### src/rtl/core/semc_pkg.sv
// ----------------------------------------------------------------------------
// semc_pkg
// Shared codes, field widths and the control word for the wait queue cells.
// ----------------------------------------------------------------------------
package semc_pkg;

  localparam int CMD_W = 3;
  localparam int ID_W  = 6;
  localparam int ST_W  = 4;
  localparam int AVAIL_W = 16;
  localparam int WAITERS_W = 5;

  localparam logic [CMD_W-1:0] CMD_ACQUIRE   = 3'd0;
  localparam logic [CMD_W-1:0] CMD_TRY       = 3'd1;
  localparam logic [CMD_W-1:0] CMD_RELEASE   = 3'd2;
  localparam logic [CMD_W-1:0] CMD_TIMEOUT   = 3'd3;
  localparam logic [CMD_W-1:0] CMD_SIGNAL    = 3'd4;

  localparam logic [ST_W-1:0] ST_GRANTED  = 4'd0;
  localparam logic [ST_W-1:0] ST_QUEUED   = 4'd1;
  localparam logic [ST_W-1:0] ST_BUSY     = 4'd2;
  localparam logic [ST_W-1:0] ST_RAISED   = 4'd3;
  localparam logic [ST_W-1:0] ST_HANDOFF  = 4'd4;
  localparam logic [ST_W-1:0] ST_TIMEDOUT = 4'd5;
  localparam logic [ST_W-1:0] ST_INTR     = 4'd6;
  localparam logic [ST_W-1:0] ST_NOTWAIT  = 4'd7;
  localparam logic [ST_W-1:0] ST_FULL     = 4'd8;
  localparam logic [ST_W-1:0] ST_SAT      = 4'd9;

  typedef struct packed {
    logic            append;
    logic            pop;
    logic            cancel;
    logic [ID_W-1:0] new_id;
    logic [ID_W-1:0] probe_id;
  } cell_ctl_t;

endpackage

### src/rtl/core/semc_cell.sv
// ----------------------------------------------------------------------------
// semc_cell
// One slot of the wait queue. Loads a new id at the tail, matches cancel
// probes and shifts the upper neighbor down when it or a slot below it is removed.
// ----------------------------------------------------------------------------
module semc_cell (
  input  logic                        clk,
  input  semc_pkg::cell_ctl_t         ctl,
  input  logic                        occupied,
  input  logic                        at_tail,
  input  logic [semc_pkg::ID_W-1:0]   next_id,
  input  logic                        hit_in,
  output logic [semc_pkg::ID_W-1:0]   id,
  output logic                        hit_out
);
  import semc_pkg::*;

  logic [ID_W-1:0] id_r;
  logic            match;

  assign match   = ctl.cancel && occupied && (id_r == ctl.probe_id);
  assign hit_out = hit_in || match;
  assign id      = id_r;

  always_ff @(posedge clk) begin
    if (hit_out) begin
      id_r <= next_id;
    end else if (ctl.append && at_tail) begin
      id_r <= ctl.new_id;
    end
  end

endmodule

### src/rtl/core/counting_semaphore_fifo_waiters.sv
// ----------------------------------------------------------------------------
// counting_semaphore_fifo_waiters
// Counting semaphore with a first-in first-out queue of waiting ids.
// ----------------------------------------------------------------------------
// Each input word carries a command in in_tuser and a waiter id in in_tdata.
// Each accepted word yields exactly one result word in the following cycle, with the
// status in out_tuser and the woken id, free count and queue length in
// out_tdata. A word is taken in every cycle while the output register is
// empty or being drained, so the block sustains one word per cycle; the
// limit is the single registered pass through the row of queue cells.
// When the receiver stalls, the result is held and in_tready drops until it
// is taken. The wait queue is a row of cells: a removal ripples a hit flag
// up the row, and the hit cell and every cell above it take their upper neighbor's id.
// Reset sets the free count to 1 and empties the queue. A word on the cfg
// channel sets the free count to the written value and empties the queue;
// the user must write it only while the block is idle; the block does not enforce this.
// ----------------------------------------------------------------------------
module counting_semaphore_fifo_waiters #(
  parameter int QUEUE_DEPTH = 16,
  parameter int COUNT_BITS  = 16
) (
  input  logic        clk,
  input  logic        rst_n,
  input  logic        in_tvalid,
  output logic        in_tready,
  input  logic [7:0]  in_tdata,   // [5:0] waiter_id
  input  logic [2:0]  in_tuser,   // [2:0] command
  output logic        out_tvalid,
  input  logic        out_tready,
  output logic [31:0] out_tdata,  // [5:0] woken_id, [21:6] available_now, [26:22] waiters_now
  output logic [3:0]  out_tuser,  // [3:0] status
  input  logic        cfg_valid,
  output logic        cfg_ready,
  input  logic [15:0] cfg_data
);
  import semc_pkg::*;

  localparam int LEN_W = $clog2(QUEUE_DEPTH + 1);
  localparam logic [COUNT_BITS-1:0] COUNT_MAX = {COUNT_BITS{1'b1}};

  logic [COUNT_BITS-1:0] free_r, free_nxt;
  logic [LEN_W-1:0]      len_r, len_nxt;
  logic                  out_valid_r;
  logic [ST_W-1:0]       st_r, st_nxt;
  logic [ID_W-1:0]       woken_r, woken_nxt;
  logic [COUNT_BITS-1:0] avail_r;
  logic [LEN_W-1:0]      wait_r;

  logic                  in_acc;
  logic [CMD_W-1:0]      cmd;
  logic [ID_W-1:0]       wid;
  cell_ctl_t             ctl;
  logic [ID_W-1:0]       ids [QUEUE_DEPTH];
  logic [QUEUE_DEPTH:0]  hit;
  logic                  found;
  logic [31:0]           free_ext;
  logic [31:0]           cfg_ext;
  logic [6:0]            len_ext;

  assign cmd       = in_tuser;
  assign wid       = in_tdata[ID_W-1:0];
  assign in_tready = !out_valid_r || out_tready;
  assign in_acc    = in_tvalid && in_tready;
  assign cfg_ready = 1'b1;
  assign cfg_ext   = 32'(cfg_data);

  assign ctl.append   = in_acc && (cmd == CMD_ACQUIRE) && (free_r == '0) &&
                        (len_r != LEN_W'(QUEUE_DEPTH));
  assign ctl.pop      = in_acc && (cmd == CMD_RELEASE) && (len_r != '0);
  assign ctl.cancel   = in_acc && ((cmd == CMD_TIMEOUT) || (cmd == CMD_SIGNAL));
  assign ctl.new_id   = wid;
  assign ctl.probe_id = wid;

  assign hit[0] = ctl.pop;
  assign found  = hit[QUEUE_DEPTH];

  for (genvar i = 0; i < QUEUE_DEPTH; i++) begin : g_cell
    logic [ID_W-1:0] nid;
    if (i == QUEUE_DEPTH - 1) begin : g_last
      assign nid = ids[i];
    end else begin : g_mid
      assign nid = ids[i+1];
    end
    semc_cell u_cell (
      .clk      (clk),
      .ctl      (ctl),
      .occupied (LEN_W'(i) < len_r),
      .at_tail  (LEN_W'(i) == len_r),
      .next_id  (nid),
      .hit_in   (hit[i]),
      .id       (ids[i]),
      .hit_out  (hit[i+1])
    );
  end

  always_comb begin
    free_nxt  = free_r;
    len_nxt   = len_r;
    st_nxt    = ST_NOTWAIT;
    woken_nxt = '0;
    unique case (cmd)
      CMD_ACQUIRE: begin
        if (free_r != '0) begin
          free_nxt = free_r - 1'b1;
          st_nxt   = ST_GRANTED;
        end else if (ctl.append) begin
          len_nxt = len_r + 1'b1;
          st_nxt  = ST_QUEUED;
        end else begin
          st_nxt = ST_FULL;
        end
      end
      CMD_TRY: begin
        if (free_r != '0) begin
          free_nxt = free_r - 1'b1;
          st_nxt   = ST_GRANTED;
        end else begin
          st_nxt = ST_BUSY;
        end
      end
      CMD_RELEASE: begin
        if (len_r != '0) begin
          woken_nxt = ids[0];
          len_nxt   = len_r - 1'b1;
          st_nxt    = ST_HANDOFF;
        end else if (free_r != COUNT_MAX) begin
          free_nxt = free_r + 1'b1;
          st_nxt   = ST_RAISED;
        end else begin
          st_nxt = ST_SAT;
        end
      end
      CMD_TIMEOUT, CMD_SIGNAL: begin
        if (found) begin
          len_nxt = len_r - 1'b1;
          st_nxt  = (cmd == CMD_TIMEOUT) ? ST_TIMEDOUT : ST_INTR;
        end
      end
      default: begin
        st_nxt = ST_NOTWAIT;
      end
    endcase
  end

  always_ff @(posedge clk) begin
    if (!rst_n) begin
      free_r      <= COUNT_BITS'(1);
      len_r       <= '0;
      out_valid_r <= 1'b0;
    end else begin
      if (cfg_valid && cfg_ready) begin
        free_r <= cfg_ext[COUNT_BITS-1:0];
        len_r  <= '0;
      end else if (in_acc) begin
        free_r <= free_nxt;
        len_r  <= len_nxt;
      end
      if (in_acc) begin
        out_valid_r <= 1'b1;
      end else if (out_tready) begin
        out_valid_r <= 1'b0;
      end
    end
  end

  always_ff @(posedge clk) begin
    if (in_acc) begin
      st_r    <= st_nxt;
      woken_r <= woken_nxt;
      avail_r <= free_nxt;
      wait_r  <= len_nxt;
    end
  end

  assign free_ext   = 32'(avail_r);
  assign len_ext    = 7'(wait_r);
  assign out_tvalid = out_valid_r;
  assign out_tuser  = st_r;
  assign out_tdata  = {5'b0, len_ext[WAITERS_W-1:0], free_ext[AVAIL_W-1:0], woken_r};

  a_len_bound: assert property (@(posedge clk) disable iff (!rst_n)
    len_r <= LEN_W'(QUEUE_DEPTH))
    else $error("wait queue length beyond depth");

  a_handoff_len: assert property (@(posedge clk) disable iff (!rst_n)
    in_acc && !cfg_valid && cmd == CMD_RELEASE && len_r != '0
    |=> len_r == $past(len_r) - 1'b1 && st_r == ST_HANDOFF)
    else $error("hand-off did not shorten the queue");

  a_grant_count: assert property (@(posedge clk) disable iff (!rst_n)
    in_acc && !cfg_valid && (cmd == CMD_ACQUIRE || cmd == CMD_TRY) && free_r != '0
    |=> free_r == $past(free_r) - 1'b1 && len_r == $past(len_r))
    else $error("grant did not take exactly one unit");

endmodule
### config.mk
export PLATFORM = sky130hd
export DESIGN_NAME = counting_semaphore_fifo_waiters
export DESIGN_NICKNAME = d
export VERILOG_FILES = /design/src/rtl/core/semc_pkg.sv /design/src/rtl/core/semc_cell.sv /design/src/rtl/core/counting_semaphore_fifo_waiters.sv
export SDC_FILE = /design/constraint.sdc
export NUM_CORES = 1
export LEC_CHECK = 0
export ABC_AREA = 1
export BUFFER_PORTS_ARGS = -buffer_cell sky130_fd_sc_hd__buf_2
export CORE_ASPECT_RATIO = 1.5
export CORE_MARGIN = 4
export CORE_UTILIZATION = 50
export CTS_CLUSTER_DIAMETER = 50
export DETAILED_ROUTE_END_ITERATION = 8
export PLACE_DENSITY = 0.7
export SLEW_MARGIN = 20
export SYNTH_ARGS = -nofsm -noshare
export SYNTH_HDL_FRONTEND = slang
export SYNTH_HIERARCHICAL = 1
export SYNTH_SLANG_ARGS = --single-unit
### constraint.sdc
create_clock -name clk -period 8.1 [get_ports clk]
set_input_delay 0.81 -clock clk [delete_from_list [all_inputs] [get_ports clk]]
set_output_delay 0.81 -clock clk [all_outputs]
set_load 0.01 [all_outputs]
After elaboration in Yosys (flattened, before gate mapping) --
Cells that the tools add are included.
Word-level totals: output and inout port bits 39, flip-flop bits (word level) 149
Operators by class: bitwise logic cells 2, muxes and demuxes 51, equality and inequality tests 37, add/subtract/negate cells 4, magnitude comparators 16, reduce and logical (&&, ||, !) cells 101
Operators by type and width (number):
- two-way mux 6 bit | 30
- equality test 6 bit | 16
- two-way mux 16 bit | 5
- logical AND 1 bit | 55
- equality test 4 x 5 -> 1 bit, first input constant | 8
- less-than comparator 4 x 5 -> 1 bit, first input constant | 8
- nonzero test 2 bit | 17
- case mux 16 bit (2 select lines) | 1
- equality test 3 x 5 -> 1 bit, first input constant | 4
- less-than comparator 3 x 5 -> 1 bit, first input constant | 4
- two-way mux 5 bit | 4
- logical OR 1 bit | 18
- adder 16 x 1 -> 16 bit, second input constant | 1
- zero test 16 bit | 1
- two-way mux 4 bit | 4
- inequality test 16 bit, second input constant | 1
- case mux 4 bit (4 select lines) | 1
- nonzero test 16 bit | 1
- subtractor 16 x 1 -> 16 bit, second input constant | 1
- case mux 5 bit (3 select lines) | 1
- equality test 2 x 5 -> 1 bit, first input constant | 2
- less-than comparator 1 x 5 -> 1 bit, first input constant | 2
- less-than comparator 2 x 5 -> 1 bit, first input constant | 2
- equality test 3 x 2 -> 1 bit, second input constant | 2
- other kinds (15) | 22

Logic depth before layout (Yosys ltp) --
depth after elaboration 24, depth in mapped cells 50

Cells and area by module --
The synthesis kept the hierarchy.
Modules (own cells, without submodules):
- semc_cell | cells an instance 62, instances 16, seq. area each 180.2 µm², area an instance 446.7 µm²
- counting_semaphore_fifo_waiters | cells an instance 589, instances 1, seq. area each 1371.3 µm², area an instance 4164.0 µm²

Least setup slack after synthesis --
Ideal clock, no wire load.
path kind in2reg, from input port out_tready, to register wait_r[3] (data pin), arrival 7428 ps, stages on the path 47, path buffers 0, required time 7850 ps, slack 421 ps, path through inv_1 a21oi_4 inv_2 nor2_1 nand2_1 a21oi_2 nand2_1 nor2_1 nand2_4 nand2_8 bufinv_8 nand2_8 bufinv_8 nand2_8 bufinv_8 nand2_8 bufinv_8 nand2_8 [11 not listed] nand2_8 bufinv_8 nand2_8 bufinv_8 nand2_8 bufinv_8 nand2_8 bufinv_8 nand2_8 bufinv_8 nand2_8 inv_1 nand2_1 nand3_1 a21oi_1 nand2_1 nand2_2 inv_1
RTL lines:
- start, declared | RTL line counting_semaphore_fifo_waiters.sv:29 | input logic out_tready,
- end signal, assigned | RTL line counting_semaphore_fifo_waiters.sv:171 | wait_r <= len_nxt;
- end, declared | RTL line counting_semaphore_fifo_waiters.sv:47 | logic [LEN_W-1:0] wait_r;

==> flow_summary.toml <==
[detailed_routing]
drcViolationCount = 0
routed.top_layer = "met4"
m1WireLength_mm = 11.09
met3WireLength_mm = 1.053
drtPass1Iterations = 6
dr_wl_met2_mm = 14.82
num_vias = 9955
drt-initial-drc-count = 533
via_per_inst = 5.129
post_drt_wl_per_cell_um = 14.26
antenna_left = 0
drt-total-wl_mm = 27.67

[finish]
diodes = 0
syn_to_final_growth_pct = 10.09
drive_above_1_share_pct = 14.77
nFillCells = 2077
final_nets = 1692

[synthesis]
async_flop_share_pct = 0
synth.cell_area_um2 = 11310
syn_area_per_cell_um2 = 7.154
yosysWarnings = 6
ys_seq_elements = 149
synth.distinct_cells = 44
synth_cells = 1581
synthFlopType = "edfxtp_1"
synth_edf_count = 127
ys_seq_area_share_pct = 37.61

[critical_path]
crit_top_cell = "nand2_8"
cp.required_ns = 8.43
crit_slowest_cell = "dfxtp_1"
setup.worst_path.start_class = "flop"
cpPeakStageDelay_ns = 0.36
ff2ff_setup_slack_ns = 1.0
cp.arrival_ns = 7.43
crit_path_end_kind = "flop"
cp_max_fo = 10
path_class = "reg2reg"
rr_worst_depth = 47
r2r-end = "len_r[0]"
timing.rr.start = "len_r[0]"

[power]
share_comb_of_total_power_pct = 14.6
peakVddDrop_mv = 0.1433
internal_power_w = 0.001413
clockPowerShare_pct = 40.3
pwr-share-seq_pct = 45.1
power.density_nw_per_um2 = 157.8
swShare_pct = 28.06
power.leakage_nw = 6.504
power.switching_w = 0.0005512

[floorplanning]
ioPinCount = 71
core_area_um2 = 22300
floorplan.initialDensity_pct = 50.72
row_count = 67
dieWidth_um = 130.8
fp.dieArea_um2 = 25140
die_y_um = 192.2

[clock_network]
cts_sinks = 149
cts_setup_buffers = 0
cts_tree = "yes"
hold_buffers = 0
htreeDepth = 4
clock_latency_ns = 0.43
path_clk_slew_ns = 0.06
cts_buffer_depth = 2
cts_buffers = 17
cts.repair.resized = 0
cts-root-buf = "clkbuf_16"

[min_path]
min_path_cells = 2
holdPathEnd = "out_tvalid"
hold_class = "reg2reg"
hold_path.startpoint = "out_tvalid"

[timing]
clock.fmax_mhz = 140.8
setup_tns_ns = 0
worst_pin_slew_ns = 0.8120
finalCriticalPeriod_ns = 7.104
finalCritPeriodShare_pct = 87.71
setup_violations = 0
slew_headroom_pct = 45.81
holdWs_ns = 0.5393
rsz0062_at_grt = "false"
skew_ns = 0.007654
drv_slew = 0
hold_viol_final = 0

[placed_design]
place_hpwl_mm = 20.34
gp_congestion = 0.9071
io_buffer_count = 62

[grt]
grt_pass1_wl_mm = 45.15
track_usage_pct = 22.60
grt_pass1_vias = 9609
globalRouteOverflowTotal = 0
grt_start_max_net_pins = 44
antenna_found_initial = 0

[flow_run]
maxCapViolCount = 0

[status]
outcome = "complete, no violations"
[cells in the final DEF (no fill, tap or decap), types with 7 or more instances in the layout]
| master | synthesis | routed |
|---|---|---|
| o21ai_1 | 9 | 9 |
| a21oi_1 | 23 | 23 |
| nand2_8 | 18 | 18 |
| nor2_1 | 85 | 85 |
| nand4_1 | 16 | 16 |
| inv_2 | 7 | 7 |
| buf_2 | 2 | 62 |
| bufinv_8 | 16 | 16 |
| nand2_4 | 21 | 21 |
| a21oi_2 | 18 | 18 |
| dfxtp_1 | 22 | 22 |
| nor2_2 | 29 | 29 |
| edfxtp_1 | 127 | 127 |
| o21ai_0 | 48 | 48 |
| ha_1 | 8 | 8 |
| buf_4 | 9 | 8 |
| nand2_2 | 12 | 12 |
| clkbuf_16 | 0 | 17 |
| nand3_2 | 10 | 10 |
| nand2_1 | 591 | 591 |
| inv_1 | 265 | 265 |
| nand3_1 | 191 | 191 |
[metrics by stage]
stage / cell area [µm²] / utilization [%] / setup WS (ns) / std cells / power (W)
finish: 12450 / 55.84 / 0.9958 / 1941 / 0.001964
global route: 12450 / 55.84 / 0.5450 / 1941 / 0.002048
CTS: 12450 / 55.84 / 1.008 / 1941 / 0.001979
detailed placement: 11870 / 53.25 / 0.8638 / 1909 / 0.001187
global placement: 11870 / 53.25 / 0.9239 / 1909 / 0.001182
floorplan: 11330 / - / 0.4213 / 1585 / 0.001100
[worst max-delay path by stage]
stage	from	end	slack [ns]
detailed placement	in_tuser[0]	wait_r[3]	0.86
global placement	in_tuser[0]	wait_r[3]	0.92
CTS	len_r[0]	len_r[0]	1.01
global route	len_r[0]	len_r[1]	0.54
floorplan	out_tready	wait_r[3]	0.42
finish	len_r[0]	len_r[0]	1.0
[critical path, delay by kind of cell (launching register included)]
kind | cells | cell delay (ns)
buf+inv | 20 | 4.06
simple gates | 23 | 1.98
flops | 1 | 0.36
compound gates | 3 | 0.32
fa+ha+maj | 1 | 0.22
[sequential cells by signal (all words and copies together), names as in the netlist]
| signal | cells |
|---|---|
| avail_r | 16 |
| free_r | 16 |
| g_cell.u_cell/id | 96 |
| len_r | 5 |
| out_tuser | 4 |
| out_tvalid | 1 |
| wait_r | 5 |
| woken_r | 6 |
[power groups by stage]
stage,clock network (W),registers (W),logic (W)
after floorplan,0,0.000899,0.000201
after global placement,0,0.000902,0.000280
after detailed placement,0,0.000902,0.000285
after CTS,0.000807,0.000886,0.000287
after global routing,0.000837,0.000889,0.000323
final,0.000792,0.000886,0.000286
[cell families (layout without fill, tap and decap cells)]
logic type / after synthesis / after routing / share of synthesized area [%]
AND/OR/NAND/NOR: 990 / 990 / 41.74
buffers and inverters: 313 / 393 / 13.13
AO/OA/AOI/OAI: 112 / 112 / 6.029
XOR/XNOR: 7 / 7 / 0.5420
flip-flops: 149 / 149 / 37.61
adder cells (fa/ha/maj): 8 / 8 / 0.8850
other: 2 / 6 / 0.06640
[routing by layer]
metal	vias to the layer above	global-route usage, %
met2	244	42.55
met4	0	8.591
met3	57	3.478
li1	5117	-
met5	-	0
met1	4537	24.98
[synth_stat cells (2+ instances only)]
cell	n	area, µm²
nand2_1	591	2218
inv_1	265	994.7
nand3_1	191	955.9
edfxtp_1	127	3814
nor2_1	85	319.1
o21ai_0	48	240.2
nor2_2	29	181.4
a21oi_1	23	115.1
dfxtp_1	22	440.4
nand2_4	21	236.5
a21oi_2	18	157.7
nand2_8	18	360.4
bufinv_8	16	280.3
nand4_1	16	100.1
nand2_2	12	75.07
nand3_2	10	100.1
buf_4	9	67.56
o21ai_1	9	45.04
ha_1	8	100.1
inv_2	7	26.28
o211ai_1	6	45.04
buf_6	5	56.30
clkbuf_1	5	18.77
nor3_1	5	25.02
xor2_1	5	43.79
nor2_4	4	45.04
o21ai_2	3	26.28
buf_2	2	10.01
conb_1	2	7.510
inv_4	2	12.51
nor2_8	2	40.04
o21bai_1	2	15.01
xnor2_1	2	17.52
[layout make-up]
type / count / area [µm²] / share of cell area, %
Clock buffer: 17 / 425.4 / 3.416
Clock inverter: 15 / 152.6 / 1.226
Inverter: 291 / 1318 / 10.58
Multi-Input combinational cell: 1123 / 5587 / 44.87
Sequential cell: 149 / 4254 / 34.16
Tap cell: 276 / 345.3 / 2.773
Timing Repair Buffer: 70 / 370.4 / 2.974
Power figures use the tool's default switching activity.
